### config.mk
export PLATFORM = sky130hd
export DESIGN_NAME = xor_checked_frame_codec
export DESIGN_NICKNAME = d
export VERILOG_FILES = /design/src/hdl/xfc_pkg.sv /design/src/hdl/xfc_front.sv /design/src/hdl/xfc_queue.sv /design/src/hdl/xfc_back.sv /design/src/hdl/xor_checked_frame_codec.sv
export VERILOG_INCLUDE_DIRS = /design/src /design/src/hdl
export SDC_FILE = /design/constraint.sdc
export NUM_CORES = 1
export LEC_CHECK = 0
export ABC_AREA = 0
export BUFFER_PORTS_ARGS = -buffer_cell sky130_fd_sc_hd__buf_2
export CAP_MARGIN = 10
export CORE_ASPECT_RATIO = 0.8
export CORE_UTILIZATION = 35
export CTS_CLUSTER_DIAMETER = 200
export DETAILED_ROUTE_END_ITERATION = 7
export PLACE_DENSITY = 0.57
export SLEW_MARGIN = 20
export SYNTH_ARGS = -nofsm -noshare
export SYNTH_HDL_FRONTEND = slang
export SYNTH_SLANG_ARGS = --single-unit
### constraint.sdc
create_clock -name clk -period 6.35 [get_ports clk]
set_input_delay 1.27 -clock clk [delete_from_list [all_inputs] [get_ports clk]]
set_output_delay 1.27 -clock clk [all_outputs]
set_load 0.005 [all_outputs]
### src/hdl/assert_macros.svh
// Assertion macros for the checks of the frame codec, used by its top level.
`ifndef ASSERT_MACROS_SVH
`define ASSERT_MACROS_SVH

// Same-cycle implication, checked outside reset.
`define XFC_ASSERT_SAME(label, clk, rst_n, cond, expect_true) \
  label: assert property (@(posedge clk) disable iff (!rst_n) (cond) |-> (expect_true)) \
    else $error("frame codec check failed");

// Next-cycle implication, checked outside reset.
`define XFC_ASSERT_NEXT(label, clk, rst_n, cond, expect_true) \
  label: assert property (@(posedge clk) disable iff (!rst_n) (cond) |=> (expect_true)) \
    else $error("frame codec check failed");

`endif

### src/hdl/xfc_pkg.sv
// Package: payload types, result jobs and codes of the frame codec.
`timescale 1ns / 1ps

package xfc_pkg;

  typedef struct packed {
    logic       func;
    logic [7:0] data_byte;
    logic [7:0] command_length;
  } in_t;

  typedef struct packed {
    logic [1:0] kind;
    logic [7:0] out_byte;
    logic       last;
    logic [2:0] error_code;
  } out_t;

  // Up to four results caused by one accepted byte, in delivery order.
  typedef struct packed {
    logic [2:0]     count;
    out_t [3:0]     res;
  } job_t;

  localparam logic [1:0] KindFrame   = 2'd0;
  localparam logic [1:0] KindPayload = 2'd1;
  localparam logic [1:0] KindVerdict = 2'd2;

  localparam logic [2:0] ErrNone     = 3'd0;
  localparam logic [2:0] ErrShort    = 3'd1;
  localparam logic [2:0] ErrMismatch = 3'd2;
  localparam logic [2:0] ErrDevice   = 3'd3;
  localparam logic [2:0] ErrChecksum = 3'd4;

  localparam logic       FuncFrame  = 1'b0;
  localparam logic       FuncAnswer = 1'b1;

  localparam logic [7:0] BroadcastAddr = 8'hFF;
  localparam logic [7:0] CmdAnyStatus  = 8'h11;
  localparam logic [7:0] StatusOk      = 8'h01;
  localparam logic [7:0] StatusNone    = 8'h00;
  localparam logic [7:0] LenOverhead   = 8'd3;
  localparam logic [7:0] MinAnswerLen  = 8'd5;

  localparam logic [7:0] PosCommand = 8'd2;
  localparam logic [7:0] PosStatus  = 8'd3;
  localparam logic [7:0] PosPayload = 8'd4;

  localparam int         AddrW = 3;
  localparam logic [AddrW-1:0] RegReaderAddress = 3'd0;

endpackage

### src/hdl/xfc_front.sv
// Front end: accepts bytes, tracks frame and answer progress, builds result jobs.
`timescale 1ns / 1ps

module xfc_front (
  input  logic              clk,
  input  logic              rst_n,
  input  logic              in_valid,
  output logic              in_stall,
  input  xfc_pkg::in_t      in_data,
  input  logic [7:0]        reader_address,
  input  logic              q_full,
  output logic              push,
  output xfc_pkg::job_t     job
);

  logic [7:0] last_cmd_r, last_cmd_nxt;
  logic [7:0] frame_pos_r, frame_pos_nxt;
  logic [7:0] frame_xor_r, frame_xor_nxt;
  logic [7:0] ans_pos_r, ans_pos_nxt;
  logic [7:0] ans_len_r, ans_len_nxt;
  logic [7:0] ans_xor_r, ans_xor_nxt;
  logic [7:0] ans_status_r, ans_status_nxt;
  logic [2:0] ans_err_r, ans_err_nxt;

  logic       accept;
  logic [7:0] len;
  logic [7:0] len_byte;
  logic [7:0] pos_inc;
  logic [7:0] xor_base;
  logic [7:0] xor_new;
  logic [2:0] err_final;

  function automatic xfc_pkg::out_t mk_result(input logic [1:0] kind, input logic [7:0] b,
                                              input logic last, input logic [2:0] err);
    xfc_pkg::out_t r;
    r.kind       = kind;
    r.out_byte   = b;
    r.last       = last;
    r.error_code = err;
    return r;
  endfunction

  assign in_stall = q_full;
  assign accept   = in_valid && !q_full;
  assign push     = accept && (job.count != 3'd0);

  // A zero command length behaves as a length of one.
  assign len      = (in_data.command_length == 8'd0) ? 8'd1 : in_data.command_length;
  assign len_byte = len + xfc_pkg::LenOverhead;
  assign pos_inc  = frame_pos_r + 8'd1;

  always_comb begin
    last_cmd_nxt   = last_cmd_r;
    frame_pos_nxt  = frame_pos_r;
    frame_xor_nxt  = frame_xor_r;
    ans_pos_nxt    = ans_pos_r;
    ans_len_nxt    = ans_len_r;
    ans_xor_nxt    = ans_xor_r;
    ans_status_nxt = ans_status_r;
    ans_err_nxt    = ans_err_r;
    job            = '0;
    xor_base       = frame_xor_r;
    xor_new        = frame_xor_r;
    err_final      = ans_err_r;
    if (accept) begin
      if (in_data.func == xfc_pkg::FuncFrame) begin
        if (frame_pos_r == 8'd0) begin
          job.res[0]   = mk_result(xfc_pkg::KindFrame, len_byte, 1'b0, xfc_pkg::ErrNone);
          job.res[1]   = mk_result(xfc_pkg::KindFrame, reader_address, 1'b0,
                                   xfc_pkg::ErrNone);
          job.res[2]   = mk_result(xfc_pkg::KindFrame, in_data.data_byte, 1'b0,
                                   xfc_pkg::ErrNone);
          job.count    = 3'd3;
          xor_base     = len_byte ^ reader_address;
          last_cmd_nxt = in_data.data_byte;
        end else begin
          job.res[0] = mk_result(xfc_pkg::KindFrame, in_data.data_byte, 1'b0,
                                 xfc_pkg::ErrNone);
          job.count  = 3'd1;
        end
        xor_new = xor_base ^ in_data.data_byte;
        if (pos_inc >= len) begin
          job.res[job.count[1:0]] = mk_result(xfc_pkg::KindFrame, xor_new, 1'b1,
                                              xfc_pkg::ErrNone);
          job.count     = job.count + 3'd1;
          frame_pos_nxt = 8'd0;
          frame_xor_nxt = 8'd0;
        end else begin
          frame_pos_nxt = pos_inc;
          frame_xor_nxt = xor_new;
        end
      end else if (ans_pos_r == 8'd0) begin
        // Length byte of a new answer.
        ans_len_nxt    = in_data.data_byte;
        ans_status_nxt = 8'd0;
        ans_err_nxt    = xfc_pkg::ErrNone;
        if (in_data.data_byte < xfc_pkg::MinAnswerLen) begin
          ans_xor_nxt = 8'd0;
          job.res[0]  = mk_result(xfc_pkg::KindVerdict, 8'd0, 1'b1, xfc_pkg::ErrShort);
          job.count   = 3'd1;
        end else begin
          ans_xor_nxt = in_data.data_byte;
          ans_pos_nxt = 8'd1;
        end
      end else if (({1'b0, ans_pos_r} + 9'd1) >= {1'b0, ans_len_r}) begin
        // Checksum byte closes the answer.
        if (ans_err_r == xfc_pkg::ErrNone && in_data.data_byte != ans_xor_r) begin
          err_final = xfc_pkg::ErrChecksum;
        end
        ans_err_nxt = err_final;
        job.res[0]  = mk_result(xfc_pkg::KindVerdict, ans_status_r, 1'b1, err_final);
        job.count   = 3'd1;
        ans_pos_nxt = 8'd0;
        ans_xor_nxt = 8'd0;
      end else begin
        ans_xor_nxt = ans_xor_r ^ in_data.data_byte;
        if (ans_pos_r == xfc_pkg::PosCommand) begin
          if (ans_err_r == xfc_pkg::ErrNone && in_data.data_byte != last_cmd_r) begin
            ans_err_nxt = xfc_pkg::ErrMismatch;
          end
        end else if (ans_pos_r == xfc_pkg::PosStatus) begin
          ans_status_nxt = in_data.data_byte;
          if (ans_err_r == xfc_pkg::ErrNone && last_cmd_r != xfc_pkg::CmdAnyStatus &&
              in_data.data_byte != xfc_pkg::StatusOk &&
              in_data.data_byte != xfc_pkg::StatusNone) begin
            ans_err_nxt = xfc_pkg::ErrDevice;
          end
        end else if (ans_pos_r >= xfc_pkg::PosPayload) begin
          job.res[0] = mk_result(xfc_pkg::KindPayload, in_data.data_byte, 1'b0,
                                 xfc_pkg::ErrNone);
          job.count  = 3'd1;
        end
        ans_pos_nxt = ans_pos_r + 8'd1;
      end
    end
  end

  always_ff @(posedge clk) begin
    if (!rst_n) begin
      last_cmd_r   <= 8'd0;
      frame_pos_r  <= 8'd0;
      frame_xor_r  <= 8'd0;
      ans_pos_r    <= 8'd0;
      ans_len_r    <= 8'd0;
      ans_xor_r    <= 8'd0;
      ans_status_r <= 8'd0;
      ans_err_r    <= xfc_pkg::ErrNone;
    end else begin
      last_cmd_r   <= last_cmd_nxt;
      frame_pos_r  <= frame_pos_nxt;
      frame_xor_r  <= frame_xor_nxt;
      ans_pos_r    <= ans_pos_nxt;
      ans_len_r    <= ans_len_nxt;
      ans_xor_r    <= ans_xor_nxt;
      ans_status_r <= ans_status_nxt;
      ans_err_r    <= ans_err_nxt;
    end
  end

endmodule

### src/hdl/xfc_queue.sv
// Short job queue between the front end and the back end.
`timescale 1ns / 1ps

module xfc_queue #(
  parameter int DEPTH = 4
) (
  input  logic          clk,
  input  logic          rst_n,
  input  logic          push,
  input  xfc_pkg::job_t wr_data,
  input  logic          pop,
  output xfc_pkg::job_t rd_data,
  output logic          full,
  output logic          not_empty
);

  localparam int PtrW = (DEPTH > 1) ? $clog2(DEPTH) : 1;
  localparam int CntW = $clog2(DEPTH + 1);

  xfc_pkg::job_t mem [DEPTH];

  logic [PtrW-1:0] wr_ptr_r, wr_ptr_nxt;
  logic [PtrW-1:0] rd_ptr_r, rd_ptr_nxt;
  logic [CntW-1:0] cnt_r, cnt_nxt;

  assign full      = (cnt_r == CntW'(DEPTH));
  assign not_empty = (cnt_r != '0);
  assign rd_data   = mem[rd_ptr_r];

  always_comb begin
    wr_ptr_nxt = wr_ptr_r;
    rd_ptr_nxt = rd_ptr_r;
    cnt_nxt    = cnt_r;
    if (push) begin
      wr_ptr_nxt = (wr_ptr_r == PtrW'(DEPTH - 1)) ? '0 : wr_ptr_r + PtrW'(1);
    end
    if (pop) begin
      rd_ptr_nxt = (rd_ptr_r == PtrW'(DEPTH - 1)) ? '0 : rd_ptr_r + PtrW'(1);
    end
    priority if (push && !pop) begin
      cnt_nxt = cnt_r + CntW'(1);
    end else if (pop && !push) begin
      cnt_nxt = cnt_r - CntW'(1);
    end else begin
      cnt_nxt = cnt_r;
    end
  end

  always_ff @(posedge clk) begin
    if (!rst_n) begin
      wr_ptr_r <= '0;
      rd_ptr_r <= '0;
      cnt_r    <= '0;
    end else begin
      wr_ptr_r <= wr_ptr_nxt;
      rd_ptr_r <= rd_ptr_nxt;
      cnt_r    <= cnt_nxt;
    end
  end

  always_ff @(posedge clk) begin
    if (push) begin
      mem[wr_ptr_r] <= wr_data;
    end
  end

endmodule

### src/hdl/xfc_back.sv
// Back end: walks the results of the head job into the registered output.
`timescale 1ns / 1ps

module xfc_back (
  input  logic          clk,
  input  logic          rst_n,
  input  xfc_pkg::job_t head,
  input  logic          head_valid,
  output logic          pop,
  output logic          out_valid,
  input  logic          out_stall,
  output xfc_pkg::out_t out_data
);

  logic [1:0]    idx_r, idx_nxt;
  logic          out_valid_r, out_valid_nxt;
  xfc_pkg::out_t out_data_r;
  logic          fire;
  logic          last_slot;

  assign fire      = head_valid && (!out_valid_r || !out_stall);
  assign last_slot = ({1'b0, idx_r} == (head.count - 3'd1));
  assign pop       = fire && last_slot;
  assign out_valid = out_valid_r;
  assign out_data  = out_data_r;

  always_comb begin
    idx_nxt       = idx_r;
    out_valid_nxt = out_valid_r && out_stall;
    if (fire) begin
      out_valid_nxt = 1'b1;
      idx_nxt       = last_slot ? 2'd0 : idx_r + 2'd1;
    end
  end

  always_ff @(posedge clk) begin
    if (!rst_n) begin
      idx_r       <= 2'd0;
      out_valid_r <= 1'b0;
    end else begin
      idx_r       <= idx_nxt;
      out_valid_r <= out_valid_nxt;
    end
  end

  always_ff @(posedge clk) begin
    if (fire) begin
      out_data_r <= head.res[idx_r];
    end
  end

endmodule

### src/hdl/xor_checked_frame_codec.sv
// Top level of the length-prefixed frame codec with XOR checksum.
// Input channel (in_valid, in_stall, in_data): one byte per transfer. With func
// clear the byte is a command byte to be framed; the first byte of a command
// yields a length byte, the reader address and the byte, later bytes pass
// through, and the final byte is followed by the XOR checksum (last set).
// With func set the byte belongs to a received answer; payload bytes are passed
// on and the answer ends in a verdict transfer carrying the status and error.
// Output channel (out_valid, out_stall, out_data): one result per transfer.
// A byte's job enters the queue when the byte is taken; the back end then loads
// the job's first result into the output register. Bytes are taken one per cycle
// while the queue is not full, which holds while each byte causes at most one
// result and out_stall is low; the output delivers one result per cycle. A frame's
// first byte causes three results (four for a one-byte command), the last two.
// A queue of QUEUE_DEPTH jobs lets the front keep taking bytes while the output
// is stalled; in_stall rises only once that queue is full. A stalled result
// holds on the output register until the receiver takes it.
// reader_address is written over the APB-style port at byte address 0 and reads
// back there. Reset clears all frame and answer progress and sets the address
// to the broadcast value.
`timescale 1ns / 1ps
`include "assert_macros.svh"

module xor_checked_frame_codec #(
  parameter int QUEUE_DEPTH = 4
) (
  input  logic                       clk,
  input  logic                       rst_n,
  input  logic                       in_valid,
  output logic                       in_stall,
  input  xfc_pkg::in_t               in_data,
  output logic                       out_valid,
  input  logic                       out_stall,
  output xfc_pkg::out_t              out_data,
  input  logic                       psel,
  input  logic                       penable,
  input  logic                       pwrite,
  input  logic [xfc_pkg::AddrW-1:0]  paddr,
  input  logic [31:0]                pwdata,
  output logic [31:0]                prdata,
  output logic                       pready
);

  logic [7:0]    reader_address_r, reader_address_nxt;
  logic          push;
  logic          pop;
  logic          q_full;
  logic          q_not_empty;
  xfc_pkg::job_t job_in;
  xfc_pkg::job_t job_head;
  logic          reg_hit;

  // Configuration register: written in the access phase, read back combinationally.
  assign pready  = 1'b1;
  assign reg_hit = (paddr == xfc_pkg::RegReaderAddress);
  assign prdata  = reg_hit ? {24'd0, reader_address_r} : 32'd0;

  always_comb begin
    reader_address_nxt = reader_address_r;
    if (psel && penable && pwrite && pready && reg_hit) begin
      reader_address_nxt = pwdata[7:0];
    end
  end

  always_ff @(posedge clk) begin
    if (!rst_n) begin
      reader_address_r <= xfc_pkg::BroadcastAddr;
    end else begin
      reader_address_r <= reader_address_nxt;
    end
  end

  xfc_front u_front (
    .clk            (clk),
    .rst_n          (rst_n),
    .in_valid       (in_valid),
    .in_stall       (in_stall),
    .in_data        (in_data),
    .reader_address (reader_address_r),
    .q_full         (q_full),
    .push           (push),
    .job            (job_in)
  );

  xfc_queue #(
    .DEPTH (QUEUE_DEPTH)
  ) u_queue (
    .clk       (clk),
    .rst_n     (rst_n),
    .push      (push),
    .wr_data   (job_in),
    .pop       (pop),
    .rd_data   (job_head),
    .full      (q_full),
    .not_empty (q_not_empty)
  );

  xfc_back u_back (
    .clk        (clk),
    .rst_n      (rst_n),
    .head       (job_head),
    .head_valid (q_not_empty),
    .pop        (pop),
    .out_valid  (out_valid),
    .out_stall  (out_stall),
    .out_data   (out_data)
  );

  // Every verdict closes an answer.
  `XFC_ASSERT_SAME(a_verdict_last, clk, rst_n,
                   out_valid && out_data.kind == xfc_pkg::KindVerdict, out_data.last)
  // Only verdicts carry an error code.
  `XFC_ASSERT_SAME(a_err_only_verdict, clk, rst_n,
                   out_valid && out_data.kind != xfc_pkg::KindVerdict,
                   out_data.error_code == xfc_pkg::ErrNone)
  // A byte that causes results leaves a job waiting for the back end.
  `XFC_ASSERT_NEXT(a_push_lands, clk, rst_n, push, q_not_empty)
  // The back end never takes a job from an empty queue.
  `XFC_ASSERT_SAME(a_pop_nonempty, clk, rst_n, pop, q_not_empty)

endmodule

==> impl_results.md <==
- Clock share of power: 36.1%
- Worst setup path start: in_data[5]
- Initial core utilization: 35.9%
- Synth async-reset ratio: 0%
- Pins Over Slew Limit: 0
- Multi-input logic area: 4840 um2
- Synthesized instance count: 941
- Hold path depth: 2
- Prevailing post-synth register cell: edfxtp_1
- Largest net degree at the start of global routing: 53
- Final hold violations: 0
- Status: finished clean
- GRT Total Usage: 15.5%
- H-tree Lvls: 1
- Most frequent cells in the layout: edfxtp_1, dfxtp_1, nand2_1
- CORE AREA: 34000 um2
- Post-Synth XOR/XNOR Area: 5.01%
- Post-synthesis simple-gate area fraction: 11.4%
- Post-synth top area share: 43.7%
- Hold-fix buffers, CTS: 0
- Register clock-pin slew on the reported worst setup and hold paths: 60 ps
- Startpoint Class: input port
- Sw frac: 26.6%
- Most common cell after layout, fill and taps aside: edfxtp_1
- PortBufs: 58
- Fillers: 3201
- Psw: 1.26 mW
- Post-DP HPWL: 18400 um
- Setup Crit Path Kind: input port to register
- Initial antenna violation count: 0
- # clock sinks: 257
- Grt total ovfl: 0
- Netlist cell types: 63
- Antenna Cells: 0
- Die Width: 211 um
- Die height: 169 um
- P_leak: 5.09 nW
- Register area share after synthesis: 56.7%
- Max-Cap Viols: 0
- Vias after detailed routing: 7474
- Int Pwr: 3.48 mW
- Clock skew: 11.2 ps
- Largest family of logic cells by synthesized area: simple AND/OR/NAND/NOR gates
- Syn-to-layout area delta: 13.4%
- Reg-to-reg endpoint: u_queue.cnt_r[2]
- DRC violation count after routing: 0
- Finish-stage setup viols: 0
- DR pass1 iterations: 5
- WP data required: 6810 ps
- PwrDens: 342 nW/um2
- Relative slew slack: 33.5%
- Drt total wl: 27600 um
- Crit end category: register
- Placed Cells: 1424
- WP data arrival: 5540 ps
- Largest area contributor in the netlist: edfxtp_1
- First-pass GRT wire length: 42300 um
- Worst-path fanout max: 5
- Nets: 1079
- Final GP Congestion: 0.792
- Sum Neg Setup Slack: 0 ps
- Final min period: 5080 ps
- Syn_area_per_cell: 13.0 um2
- Adder-cell share of the synthesized area: 3.44%
- CTS tree: built
- R2R setup slack: 1300 ps
- Longest Clk Path Bufs: 3
- Post-CTS Repair Setup Buffers: 0
- IO Pins: 108
- Synth Area in Compound Gates: 8.94%
- Seq pwr share: 44.2%
- Synth Register Bits: 257
- Reg-to-Reg Start: u_front.frame_pos_r[2]
- CTS buffer count: 26
- Cells on worst reg2reg path: 20
- Non-Filler Instances: 1472
- Period utilization: 80.0%
- Ys Warns: 0
- Vias in the first global route: 7235
- Drt via density: 5.08
- Layout cells sized above 1: 18.0%
- Post_cts resized: 0
- Post-synthesis mux area share: 10.0%
- Drt wl/cell: 18.7 um
- Synth top area cells: edfxtp_1, dfxtp_1, mux4_2
- Antenna viol nets, final: 0
- Site row count: 60
- Storage cell area: 6930 um2
- RSZ-0062 raised after global routing: false
- Die area: 35700 um2
- Hold_sp: u_front.frame_xor_r[2]
- Number of synthesized flops with an enable pin: 178
- Drt initial violations: 440
- Clock root cell: clkbuf_16
- Slew @ Worst Pin: 998 ps
- Synth Cell Area: 12200 um2
- Worst hold path type: register to register
- Hold EP: u_front.frame_xor_r[2]
- Clk_lat worst skew: 540 ps
- Comb pwr share: 19.7%
- Fmax: 197 MHz
- Maximum vdd drop: 0.147 mV
[cells in the mapped netlist, types with 3 or more instances]
cell type and n:
a21boi_0 23, a21o_1 5, a21oi_1 22, a221o_1 8, a22o_1 8, a31oi_1 3
a32o_1 9, and2_1 32, and3_1 19, buf_1 3, buf_2 13, buf_4 26
clkbuf_1 35, dfxtp_1 79, edfxtp_1 178, ha_1 32, inv_1 35, mux2i_1 12
mux4_2 49, nand2_1 65, nand2b_1 4, nand3_1 41, nand4_1 4, nand4b_1 8
nor2_1 28, nor2b_1 17, nor3_1 11, nor4_1 7, nor4b_1 5, o211ai_1 3
o21a_1 15, o21ai_0 42, xnor2_1 25, xnor3_1 5, xor2_1 32
[per-stage QoR]
step	total power [mW]	instance area, um2	worst slack (ps)	hold WS, ps	util [%]
floorplan	2.79	12300	1230	443	-
global placement	3.06	12900	850	456	37.9
detailed placement	3.09	12900	744	456	37.9
CTS	4.81	13900	1310	473	40.8
global route	4.97	13900	925	487	40.8
finish	4.74	13900	1270	467	40.8
[cell families (layout without fill, tap and decap cells)]
kind of cell	after synthesis	after routing
other	2	25
XOR/XNOR	62	62
buffers and inverters	113	156
multiplexers	61	61
flip-flops	257	257
adder cells (fa/ha/maj)	33	33
AND/OR/NAND/NOR	258	258
AO/OA/AOI/OAI	155	155
[critical path, stage by stage]
cell,delay [ps]
buf_2,150
nor4_1,280
a21oi_1,160
inv_1,170
ha_1,250
nand2b_1,140
a31oi_1,210
o21ai_0,260
nand2_1,160
inv_1,80
ha_1,300
o41ai_1,720
and2_1,280
inv_1,100
ha_1,220
inv_1,80
fa_1,180
xor2_1,70
or3_1,300
a21boi_0,160
[power by group through the flow]
| stage | Sequential (mW) | Combinational (mW) | Clock [mW] |
|---|---|---|---|
| 5_1_grt | 2.12 | 1.03 | 1.82 |
| 3_3_place_gp | 2.13 | 0.927 | 0 |
| 2_1_floorplan | 2.11 | 0.678 | 0 |
| 6_report | 2.10 | 0.933 | 1.71 |
| 4_1_cts | 2.10 | 0.950 | 1.75 |
| 3_5_place_dp | 2.14 | 0.948 | 0 |
[layout make-up]
cell class,count,share of cell area (%)
flip-flops and latches,257,50.0
multi-input cells,594,34.9
clock buffers,35,5.30
well taps,465,4.20
repair buffers,73,2.91
clock inverters,13,1.72
inverters,35,0.948
[metal layers]
metal | wire length, um | vias to the layer above | GRT usage [%]
met2 | 12000 | 156 | 23.4
met3 | 1500 | 30 | 2.78
met5 | 0 | - | 0
met1 | 13600 | 3723 | 23.3
met4 | 427 | 0 | 2.93
li1 | - | 3565 | -
[state kept, by name (all words and copies together), names as in the netlist, named ones only]
| name | cells |
|---|---|
| u_queue.wr_ptr_r | 2 |
| u_back.out_valid | 1 |
| u_front.ans_pos_r | 8 |
| u_front.last_cmd_r | 8 |
| reader_address_r | 8 |
| u_front.frame_pos_r | 8 |
| u_front.ans_status_r | 8 |
| u_queue.cnt_r | 3 |
| u_front.frame_xor_r | 8 |
| u_back.idx_r | 2 |
| u_front.ans_len_r | 8 |
| u_front.ans_err_r | 3 |
| u_back.out_data | 14 |
| u_front.ans_xor_r | 8 |
| u_queue.mem | 164 |
| u_queue.rd_ptr_r | 2 |
[worst max path at each step]
stage	to	slack, ps	cells after the start
global placement	u_queue.mem[3][19]	850	16
floorplan	u_queue.mem[3][0]	1230	17
finish	u_queue.cnt_r[2]	1270	20
detailed placement	u_queue.cnt_r[2]	740	20
CTS	u_queue.cnt_r[2]	1310	20
global route	u_queue.cnt_r[2]	920	20
Power figures use the tool's default switching activity.
